## config.mk

```make
export PLATFORM = sky130hd
export DESIGN_NAME = nbsp_cell
export DESIGN_NICKNAME = d
export VERILOG_FILES = /design/src/nbsp_pkg.sv /design/src/nbsp_cell.sv
export SDC_FILE = /design/constraint.sdc
export NUM_CORES = 1
export LEC_CHECK = 0
export ABC_AREA = 1
export BUFFER_PORTS_ARGS = -buffer_cell sky130_fd_sc_hd__buf_2
export CAP_MARGIN = 10
export CELL_PAD_IN_SITES_DETAIL_PLACEMENT = 1
export CELL_PAD_IN_SITES_GLOBAL_PLACEMENT = 1
export CORE_MARGIN = 2
export CORE_UTILIZATION = 30
export DETAILED_ROUTE_END_ITERATION = 10
export MAX_ROUTING_LAYER = met4
export PLACE_DENSITY = 0.77
export SKIP_LAST_GASP = 1
export SLEW_MARGIN = 10
export SYNTH_ARGS = -nofsm -noshare
export SYNTH_HDL_FRONTEND = slang
export SYNTH_SLANG_ARGS = --single-unit
```

## constraint.sdc

```tcl
create_clock -name clk -period 8.25 [get_ports clk]
set_input_delay 2.0625 -clock clk [delete_from_list [all_inputs] [get_ports clk]]
set_output_delay 2.0625 -clock clk [all_outputs]
set_load 0.02 [all_outputs]
```

## src/nbsp_pkg.sv

```systemverilog
// Shared types and constants of the n-bit sample packer.
`default_nettype none

package nbsp_pkg;

  localparam int CODE_W  = 15;
  localparam int BEAT_W  = 8;

  // Input item kinds, carried on in_tuser.
  localparam logic [1:0] KIND_SAMPLE = 2'd0;
  localparam logic [1:0] KIND_TABLE  = 2'd1;
  localparam logic [1:0] KIND_END    = 2'd2;

  // Packing modes.
  localparam logic [1:0] MODE_COPY  = 2'd0;
  localparam logic [1:0] MODE_SHIFT = 2'd1;
  localparam logic [1:0] MODE_TABLE = 2'd2;

  // Configuration register indexes.
  localparam logic [2:0] REG_PACK_MODE   = 3'd0;
  localparam logic [2:0] REG_SAMPLE_BITS = 3'd1;
  localparam logic [2:0] REG_CODE_BITS   = 3'd2;
  localparam logic [2:0] REG_OFFSET      = 3'd3;
  localparam logic [2:0] REG_TABLE_COUNT = 3'd4;

  typedef enum logic [1:0] {
    ST_IDLE,
    ST_CODE,
    ST_SEARCH,
    ST_PACK
  } nbsp_state_t;

  // Command into the bit packer.
  typedef struct packed {
    logic              pack_en;
    logic              flush_en;
    logic [CODE_W-1:0] code;
    logic [3:0]        code_bits;
  } nbsp_pack_cmd_t;

  // What the bit packer produces in the current cycle.
  typedef struct packed {
    logic [1:0]        n_bytes;
    logic [BEAT_W-1:0] byte0;
    logic [BEAT_W-1:0] byte1;
    logic              flush_valid;
    logic [BEAT_W-1:0] flush_byte;
  } nbsp_pack_res_t;

  // One result beat as queued for the output.
  typedef struct packed {
    logic              last;
    logic              valid;
    logic [BEAT_W-1:0] data;
  } nbsp_beat_t;

endpackage

`default_nettype wire

```

## src/nbsp_cell.sv

```systemverilog
// One cell of the value table chain: a stored entry and a search token stage.
`default_nettype none

module nbsp_cell import nbsp_pkg::*; #(
  parameter int IDX = 0
) (
  input  wire logic        clk,
  input  wire logic        rst_n,
  input  wire logic        wr_en,
  input  wire logic [7:0]  wr_idx,
  input  wire logic [15:0] wr_val,
  input  wire logic [15:0] sample,
  input  wire logic        tok_in,
  input  wire logic        kill,
  output logic             tok,
  output logic             hit,
  output logic             tok_out
);

  logic [15:0] entry_r;
  logic        tok_r;
  logic        tok_nxt;

  always_ff @(posedge clk) begin
    if (wr_en && (32'(wr_idx) == IDX)) begin
      entry_r <= wr_val;
    end
  end

  assign tok_nxt = kill ? 1'b0 : tok_in;

  always_ff @(posedge clk) begin
    if (!rst_n) begin
      tok_r <= 1'b0;
    end else begin
      tok_r <= tok_nxt;
    end
  end

  // The token stops at the first cell that matches.
  assign tok     = tok_r;
  assign hit     = tok_r && (entry_r == sample);
  assign tok_out = tok_r && !hit;

endmodule

`default_nettype wire

```

==> metrics list <==
* Slew margin rel.: 0.8748
- Reported leakage power: 0.6541 nW
- Antenna diodes: 0
* Fillcell total: between 300 and 400
* Overall fraction of global-route tracks in use: 0.1366
- The count of nets left with antenna violations once routing finished came out at 0.
* Overall die width: 57.72 um
- Fraction of layout cells with a size suffix above 1: 0.3171
- After layout, the minimum clock period comes to 5030 ps.
- Kind of critical path: in -> out
- Run status: finished, final reports clean
* Share of power burned in registers: 0.608
* Data arrival time of the worst path: between 2000 and 3000 ps
* Maximum ir drop on the vdd rail: roughly 93 uV
* Switching portion of total power: 0.2073
- The first global-routing pass estimated between 3000 and 4000 um of wire.
- Post-synth net total: approximately 160
- Once the clock tree was built, the resizer swapped 0 gates to a different size.
- Core outline area: 0.002758 mm^2
- After routing the design area is ~0.0012 mm^2.
- Average footprint of a synthesized cell: 7.731 um^2
* Inserted Clock Buffers: 3
- The number of antenna violations at the first check in global routing is 0.
* Setup bufs post-CTS: 0
* Total of hold buffers inserted after clock tree synthesis: 0
* Type of the tightest min-delay check: in -> reg
- Number of remaining DRC errors: 0
- HPWL after detailed placement: about 1800 um
- Counting stages on the worst path, the most repeated cell is sky130_fd_sc_hd__nor2_1.
* Number of buffers on the longest clock path: 2
- Reg clk slew, reported paths: around 90 ps
- Dividing the final minimum period by the clock period gives 0.6097.
- Number of nets in the layout: 210
- At the pin with the least slew margin, the transition time is about 190 ps.
- CP cell instances: buf_2 > nor2_1 > nor2_1 > nor2_1 > nand2_1 > nor2_1 > nand2_1 > nor2_1 > buf_2
- In the layout the commonest cells are 47 x sky130_fd_sc_hd__buf_2, 39 x sky130_fd_sc_hd__nand2_1, 29 x sky130_fd_sc_hd__nor2_1, 24 x sky130_fd_sc_hd__inv_1, 16 x sky130_fd_sc_hd__edfxtp_1.
* Setup total negative slack: 0 ps
* Clock H-tree levels: 1
* Post-Syn Instances: approximately 110
- The number of different library cells used by synthesis comes to 8.
* Crit-path max cell delay: between 150 and 200 ps
- Comb pwr share: 0.121
- RSZ-0062 raised after global routing: false
- Post-synthesis register bit count: 17
- Across the run, the number of max-cap violations was 0.
* Clock sink count: 17
* First-pass iteration count of the detailed router: 4
- Post-placement cell area: ~0.0012 mm^2
- Ratio of routed vias to standard cells: ~4.4
* Type of element launching the critical path: primary input
- The library cell used most frequently in the layout, excluding fill and tap cells, is sky130_fd_sc_hd__buf_2.
* Final standard cell count with taps included and fillers excluded: 195
- Remaining global-route overflow: 0
- The final count of pins violating max slew was 0.
* Cells after DPL: 191
- For this block, the routed nets add up to 2021 um of wire.
- The slowest stage of the critical path is the sky130_fd_sc_hd__buf_2 cell.
* Global placer's final weighted congestion: 0.7216
* Number of top-level design ports: 48
- Area growth from synthesis to layout: 36.27%
- For this configuration, the core starts out at a cell density of 0.3140.
- Maximum frequency from static timing analysis: around 0.2 GHz
* Cell taking the most area after synthesis: sky130_fd_sc_hd__edfxtp_1
- The first routing iteration left 20 violations.
- Setup violations remaining at the end of the flow were counted as 0.
- The die is just under 60 um tall.
- Number of global-route vias before repair: just over 900
- Input and output buffers added on the ports amount to 47.
* Routed length per instance: ~10 um
- Pwr per Cell Area: about 130 mW/mm^2
- Worst endpoint required time: just over 6000 ps
* Total via count after detailed routing: ~860
* Floorplan die area: ~0.0033 mm^2
- TritonCTS built the clock tree.
- Of all nets on the critical path, the largest fanout is 2.
- Of the post-synthesis cell area, the dominant cell type holds 0.5549.
- The root buffer cell chosen for the clock tree is sky130_fd_sc_hd__clkbuf_4.
- Ranked by total cell area, the synthesized netlist is headed by sky130_fd_sc_hd__edfxtp_1 55%, sky130_fd_sc_hd__nand2_1 17%, sky130_fd_sc_hd__nor2_1 13%.
- For this run, the number of Yosys warnings is 0.
- Part of the power in the clock network: 0.271
- The internal portion of the total power is ~120 uW.
- Standard-cell rows: 19
* Category of the worst setup path capture point: primary output
* Total count of hold-check failures in the final report: 0
- Together, buffers and inverters on the worst path number 2.
- Area of the multi-input gates: 281.5 um^2
* Portion of the post-synthesis area used by sequential elements: 0.5780
- Maximum number of pins on one net before global-route repair: 17
- Summing all flip-flop and latch instances after layout gives 500.5 um^2.
- Switching power total: about 32 uW
- Summing every instance area after synthesis gives around 870 um^2.
* Family with the most delay on the worst path: simple AND/OR/NAND/NOR gates
[stage by stage]
| stage | setup slack, ps | utilization | total power [mW] | hold WS (ps) |
|---|---|---|---|---|
| 5_1_grt | 3046 | 0.4279 | 0.1643 | 1927 |
| 3_5_place_dp | 3181 | 0.4183 | 0.1158 | 2230 |
| 4_1_cts | 3182 | 0.4279 | 0.1581 | 1932 |
| 6_report | 3220 | 0.4279 | 0.1558 | 1936 |
| 2_1_floorplan | 3416 | - | 0.1028 | 2134 |
| 3_3_place_gp | 3234 | 0.4183 | 0.1142 | 2221 |
[final timing paths]
path / startpoint / endpoint / depth (start not counted)
worst min-delay path: kill / tok / 2
worst max-delay path: sample[13] / hit / 9
[layer usage]
layer / global-route usage / part of all wire / up-vias
met4: 0.05980 / 0.013 / 0
li1: - / - / 434
met2: 0.2857 / 0.61 / 26
met3: 0.006696 / 0.041 / 2
met1: 0.1216 / 0.33 / 401
met5: - / 0 / -
[cell families (layout without fill, tap and decap cells)]
kind of cell | after synthesis | count (layout) | share of synthesized area
buf+inv | 24 | 76 | 0.1041
flops | 17 | 17 | 0.5780
compound gates | 1 | 1 | 0.005775
simple gates | 69 | 69 | 0.3020
xor+xnor | 1 | 1 | 0.01012
[cells in the mapped netlist]
cell type	instances
sky130_fd_sc_hd__nand2_1	39
sky130_fd_sc_hd__a21oi_1	1
sky130_fd_sc_hd__xor2_1	1
sky130_fd_sc_hd__nor4_1	1
sky130_fd_sc_hd__edfxtp_1	16
sky130_fd_sc_hd__nor2_1	29
sky130_fd_sc_hd__inv_1	24
sky130_fd_sc_hd__dfxtp_1	1
[sequential cells by signal (all words and copies together) (netlist names)]
name / cells
entry_r: 16
tok: 1
[power groups by stage]
stage | sequential [mW] | combinational [mW] | clock [mW]
floorplan | 0.0969 | 0.00593 | 0
global placement | 0.0966 | 0.0175 | 0
detailed placement | 0.0967 | 0.0192 | 0
CTS | 0.0947 | 0.0193 | 0.0441
global route | 0.0947 | 0.0219 | 0.0477
finish | 0.0947 | 0.0189 | 0.0422
[area by class of cell]
type / count / area share
multi-input combinational: 71 / 0.2386
inverter: 24 / 0.07635
tap: 31 / 0.03287
clock buffer: 4 / 0.02227
timing repair buffer: 48 / 0.2057
sequential: 17 / 0.4242
Power figures use the tool's default switching activity.
