[config.mk]
export PLATFORM = sky130hd
export DESIGN_NAME = nbsp_pack
export DESIGN_NICKNAME = d
export VERILOG_FILES = /design/src/nbsp_pkg.sv /design/src/nbsp_pack.sv
export SDC_FILE = /design/constraint.sdc
export NUM_CORES = 1
export LEC_CHECK = 0
export BUFFER_PORTS_ARGS = -buffer_cell sky130_fd_sc_hd__buf_2
export CAP_MARGIN = 10
export CORE_MARGIN = 3
export CORE_UTILIZATION = 45
export DETAILED_ROUTE_END_ITERATION = 8
export HOLD_SLACK_MARGIN = 0.02
export MAX_ROUTING_LAYER = met4
export PLACE_DENSITY = 0.67
export SYNTH_ARGS = -nofsm -noshare
export SYNTH_HDL_FRONTEND = slang
export SYNTH_SLANG_ARGS = --single-unit
[constraint.sdc]
create_clock -name clk -period 6.4 [get_ports clk]
set_clock_uncertainty 0.05 [all_clocks]
set_input_delay 1.28 -clock clk [delete_from_list [all_inputs] [get_ports clk]]
set_output_delay 1.28 -clock clk [all_outputs]
set_load 0.01 [all_outputs]
[src/nbsp_pkg.sv]
// Shared types and constants of the n-bit sample packer.
`default_nettype none

package nbsp_pkg;

  localparam int CODE_W  = 15;
  localparam int BEAT_W  = 8;

  // Input item kinds, carried on in_tuser.
  localparam logic [1:0] KIND_SAMPLE = 2'd0;
  localparam logic [1:0] KIND_TABLE  = 2'd1;
  localparam logic [1:0] KIND_END    = 2'd2;

  // Packing modes.
  localparam logic [1:0] MODE_COPY  = 2'd0;
  localparam logic [1:0] MODE_SHIFT = 2'd1;
  localparam logic [1:0] MODE_TABLE = 2'd2;

  // Configuration register indexes.
  localparam logic [2:0] REG_PACK_MODE   = 3'd0;
  localparam logic [2:0] REG_SAMPLE_BITS = 3'd1;
  localparam logic [2:0] REG_CODE_BITS   = 3'd2;
  localparam logic [2:0] REG_OFFSET      = 3'd3;
  localparam logic [2:0] REG_TABLE_COUNT = 3'd4;

  typedef enum logic [1:0] {
    ST_IDLE,
    ST_CODE,
    ST_SEARCH,
    ST_PACK
  } nbsp_state_t;

  // Command into the bit packer.
  typedef struct packed {
    logic              pack_en;
    logic              flush_en;
    logic [CODE_W-1:0] code;
    logic [3:0]        code_bits;
  } nbsp_pack_cmd_t;

  // What the bit packer produces in the current cycle.
  typedef struct packed {
    logic [1:0]        n_bytes;
    logic [BEAT_W-1:0] byte0;
    logic [BEAT_W-1:0] byte1;
    logic              flush_valid;
    logic [BEAT_W-1:0] flush_byte;
  } nbsp_pack_res_t;

  // One result beat as queued for the output.
  typedef struct packed {
    logic              last;
    logic              valid;
    logic [BEAT_W-1:0] data;
  } nbsp_beat_t;

endpackage

`default_nettype wire

[src/nbsp_pack.sv]
// Bit packer: appends codes to a byte stream, low chunk first and each chunk MSB-first, and flushes the partial byte.
`default_nettype none

module nbsp_pack import nbsp_pkg::*; (
  input  wire logic            clk,
  input  wire logic            rst_n,
  input  wire nbsp_pack_cmd_t  cmd,
  output nbsp_pack_res_t       res
);

  logic [7:0]  partial_r, partial_nxt;
  logic [2:0]  filled_r, filled_nxt;
  logic [CODE_W-1:0] mask;
  logic [CODE_W-1:0] code_m;
  logic [3:0]  lo_n;
  logic [15:0] seq;
  logic [23:0] acc;
  logic [4:0]  total;
  logic [1:0]  n_bytes;

  always_comb begin
    mask   = CODE_W'((16'd1 << cmd.code_bits) - 16'd1);
    code_m = cmd.code & mask;
    lo_n   = (cmd.code_bits >= 4'd8) ? 4'd8 : cmd.code_bits;
    // Low chunk first, then the upper bits, both left-justified.
    seq    = (16'(code_m[7:0]) << (5'd16 - 5'(lo_n)))
           | (16'(code_m[14:8]) << (5'd16 - 5'(cmd.code_bits)));
    acc    = {partial_r, 16'h0000} | ({seq, 8'h00} >> filled_r);
    total  = 5'(filled_r) + 5'(cmd.code_bits);
    n_bytes = total[4:3];

    res.n_bytes     = cmd.pack_en ? n_bytes : 2'd0;
    res.byte0       = acc[23:16];
    res.byte1       = acc[15:8];
    res.flush_valid = (filled_r != 3'd0);
    res.flush_byte  = (filled_r != 3'd0) ? partial_r : 8'h00;

    partial_nxt = partial_r;
    filled_nxt  = filled_r;
    if (cmd.flush_en) begin
      partial_nxt = 8'h00;
      filled_nxt  = 3'd0;
    end else if (cmd.pack_en) begin
      filled_nxt = total[2:0];
      unique case (n_bytes)
        2'd0:    partial_nxt = acc[23:16];
        2'd1:    partial_nxt = acc[15:8];
        default: partial_nxt = acc[7:0];
      endcase
    end
  end

  always_ff @(posedge clk) begin
    if (!rst_n) begin
      partial_r <= 8'h00;
      filled_r  <= 3'd0;
    end else begin
      partial_r <= partial_nxt;
      filled_r  <= filled_nxt;
    end
  end

endmodule

`default_nettype wire

==> reports/qor.csv <==
stage;metric;value;unit
outcome;outcome;finished, final reports clean;
clock_tree;worstSkewPairLatency;0.24;ns
min_path;worstHoldPathType;reg -> reg;
logic_synthesis;synth_area_per_cell;6.80;µm²
logic_synthesis;synth_edf_count;0;
global_routing;groute.usage.overall;30.5;%
finish;synthToLayoutAreaGrowth;12.5;%
sta;setup_tns;0;ns
sta;rsz0062_at_grt;false;
clock_tree;hold_buffers;0;
die;rows;32;
drt;drt_iter0_drc;531;
logic_synthesis;synth_top_area_share;6.10;%
drt;routed_via_density;6.80;
sta;slew_viol_final;0;
global_routing;grt_max_degree;33;
finish;nNetsFinal;608;
place;gp_congestion;1.01;
clock_tree;clk_pin_slew;0.06;ns
sta;fin_crit;6.12;ns
logic_synthesis;synthesis.nets;566;
power;swShare;50.7;%
logic_synthesis;synth.most_common_cell;nor2_1;
die;core;0.00777;mm²
global_routing;grt-ovfl-total;0;
logic_synthesis;synth_warnings;0;
logic_synthesis;synth_flop_cell;dfxtp_1;
logic_synthesis;syn_inst;531;
drt;remaining_drc_errors;0;
global_routing;antenna_found_initial;0;
drt;wirelength;13.6;mm
clock_tree;h-tree-depth;1;
critical_path;crit_arrival;4.79;ns
clock_tree;clkSinkCount;11;
critical_path;rrSetupSlack;3.09;ns
critical_path;path_class;in -> out;
place;io_buffer_count;49;
finish;antennaDiodeCount;0;
sta;setup_viol_count_final;0;
critical_path;worstSetupEndpointType;primary output;
power;powerDensity;128;mW/mm²
job;maxCapViolations;0;
drt;drtAntennaViolNets;0;
critical_path;worstPathMaxFanout;7;
power;p_int;0.256;mW
logic_synthesis;synth_area;0.00361;mm²
finish;final_layout_size_suffix_gt1_share;20.3;%
die;start_util;46.5;%
sta;slew_headroom;53.4;%
logic_synthesis;synth.largest_area_cell;dfxtp_1;
sta;clock.fmax;163;MHz
power;combPwrFrac;71.3;%
critical_path;cp_data_required_time;5.07;ns
logic_synthesis;synth_cell_types;84;
power;p_leak;1.63;nW
place;dpl.hpwl;10.8;mm
drt;routedWlPerCell;20.1;µm
clock_tree;clockBufferDepth;2;
clock_tree;cts-buffers-inserted;3;
logic_synthesis;synthTopCellsByArea;dfxtp_1, nor2_1, nand2_1;
power;power_frac_seq;14.4;%
drt;first_pass_iters;5;
die;chipHeight;95.6;µm
sta;setup_ws;0.278;ns
clock_tree;clock-root-buffer;clkbuf_8;
sta;hold_viol;0;
global_routing;grt_pass1_wl;21.4;mm
power;p_switching;0.264;mW
sta;worst_pin_slew;0.691;ns
sta;period_share;95.7;%
drt;vias;4582;
sta;whs;0.521;ns
die;die-area;0.00914;mm²
logic_synthesis;yosys-top-cells-count;nor2_1, nand2_1, o21ai_0, a21oi_1, clkbuf_1;
place;pre_cts_slack;0.299;ns
die;die_x;95.6;µm
logic_synthesis;ys_ff_latch;11;
power;p_clk_share;14.3;%
power;irDropWorstVdd;0.0565;mV
die;ioPinCount;50;
logic_synthesis;ys_async_sr_fraction;0;%
logic_synthesis;seq_area_frac_synth;6.10;%
critical_path;startpoint_type;input port;
global_routing;grt_pass1_vias;4138;
clock_tree;cts_tree;built;
## per-layer routing
metal  wire length (µm)  track usage (%)  part of all wire (%)
met2               6400             49.7                    47
met4                522             11.8                   3.8
met1               5600             38.2                    41
met3               1060             3.79                   7.8
met5                  0                -                     0
## cell usage in the layout (no fill, tap or decap), drive strengths merged, types with 15 or more instances in the layout
cell type,Yosys,routed
nor3,21,21
nand3,17,17
buf,17,77
a211oi,15,15
nand2,40,40
inv,22,22
nor2,56,56
nor2b,17,17
a21oi,28,28
o211ai,19,19
o21ai,33,33
## flip-flops by register name, indices dropped and copies added (netlist names)
name / flops
partial_r: 8
filled_r: 3
## through the flow
step           std cells  power, mW  utilization [%]  instance area (µm²)
3_5_place_dp         670      0.436             51.7                 4020
5_1_grt              674      0.555             52.3                 4060
4_1_cts              674      0.509             52.3                 4060
3_3_place_gp         670      0.435             51.7                 4020
6_report             674      0.520             52.3                 4060
2_1_floorplan        531      0.324                -                 3620
## cell families after synthesis
kind of cell             count (synthesis)  synth area share (%)
AO/OA/AOI/OAI                          204                  42.0
XOR/XNOR                                 7                  1.70
adder cells (fa/ha/maj)                 12                  4.37
buffers and inverters                   66                  7.73
flip-flops                              11                  6.10
multiplexers                            17                  6.86
AND/OR/NAND/NOR                        214                  31.3
## critical path, stage by stage
cell	delay [ns]
buf_2	0.11
inv_1	0.12
ha_2	0.24
ha_2	0.19
nand2_1	0.06
ha_1	0.22
and3b_1	0.25
and4_4	0.22
nor4b_4	0.49
a21oi_2	0.14
o31ai_2	0.30
a21oi_1	0.18
mux2_2	0.29
mux4_2	0.51
inv_1	0.07
buf_2	0.12
## worst paths after layout
kind,from,to,cells past startpoint
setup / recovery,cmd[1],res[16],16
hold / removal,partial_r[2],partial_r[2],2
setup reg to reg,filled_r[1],partial_r[3],12
hold reg to reg,partial_r[2],partial_r[2],2
## what timing repair did
action                                  in CTS  in global routing
endpoints found under the setup margin       0                  1
buffers inserted                             0                  0
resized for setup                            0                  1
## final cells by class
cell class / count / area (µm²)
timing repair buffer: 77 / 455
clock buffer: 4 / 45.0
fill: 790 / 3700
sequential: 11 / 220
tap: 102 / 128
inverter: 26 / 97.6
multi-input combinational: 454 / 3120
## power by group through the flow
| stage | Sequential [mW] | Combinational (mW) | Clock, mW |
|---|---|---|---|
| after global placement | 0.0761 | 0.359 | 0 |
| after floorplan | 0.0758 | 0.249 | 0 |
| after CTS | 0.0749 | 0.362 | 0.0727 |
| final | 0.0749 | 0.371 | 0.0743 |
| after global routing | 0.0752 | 0.403 | 0.0767 |
| after detailed placement | 0.0763 | 0.360 | 0 |
Note: power is estimated with default switching activity, not from simulation.
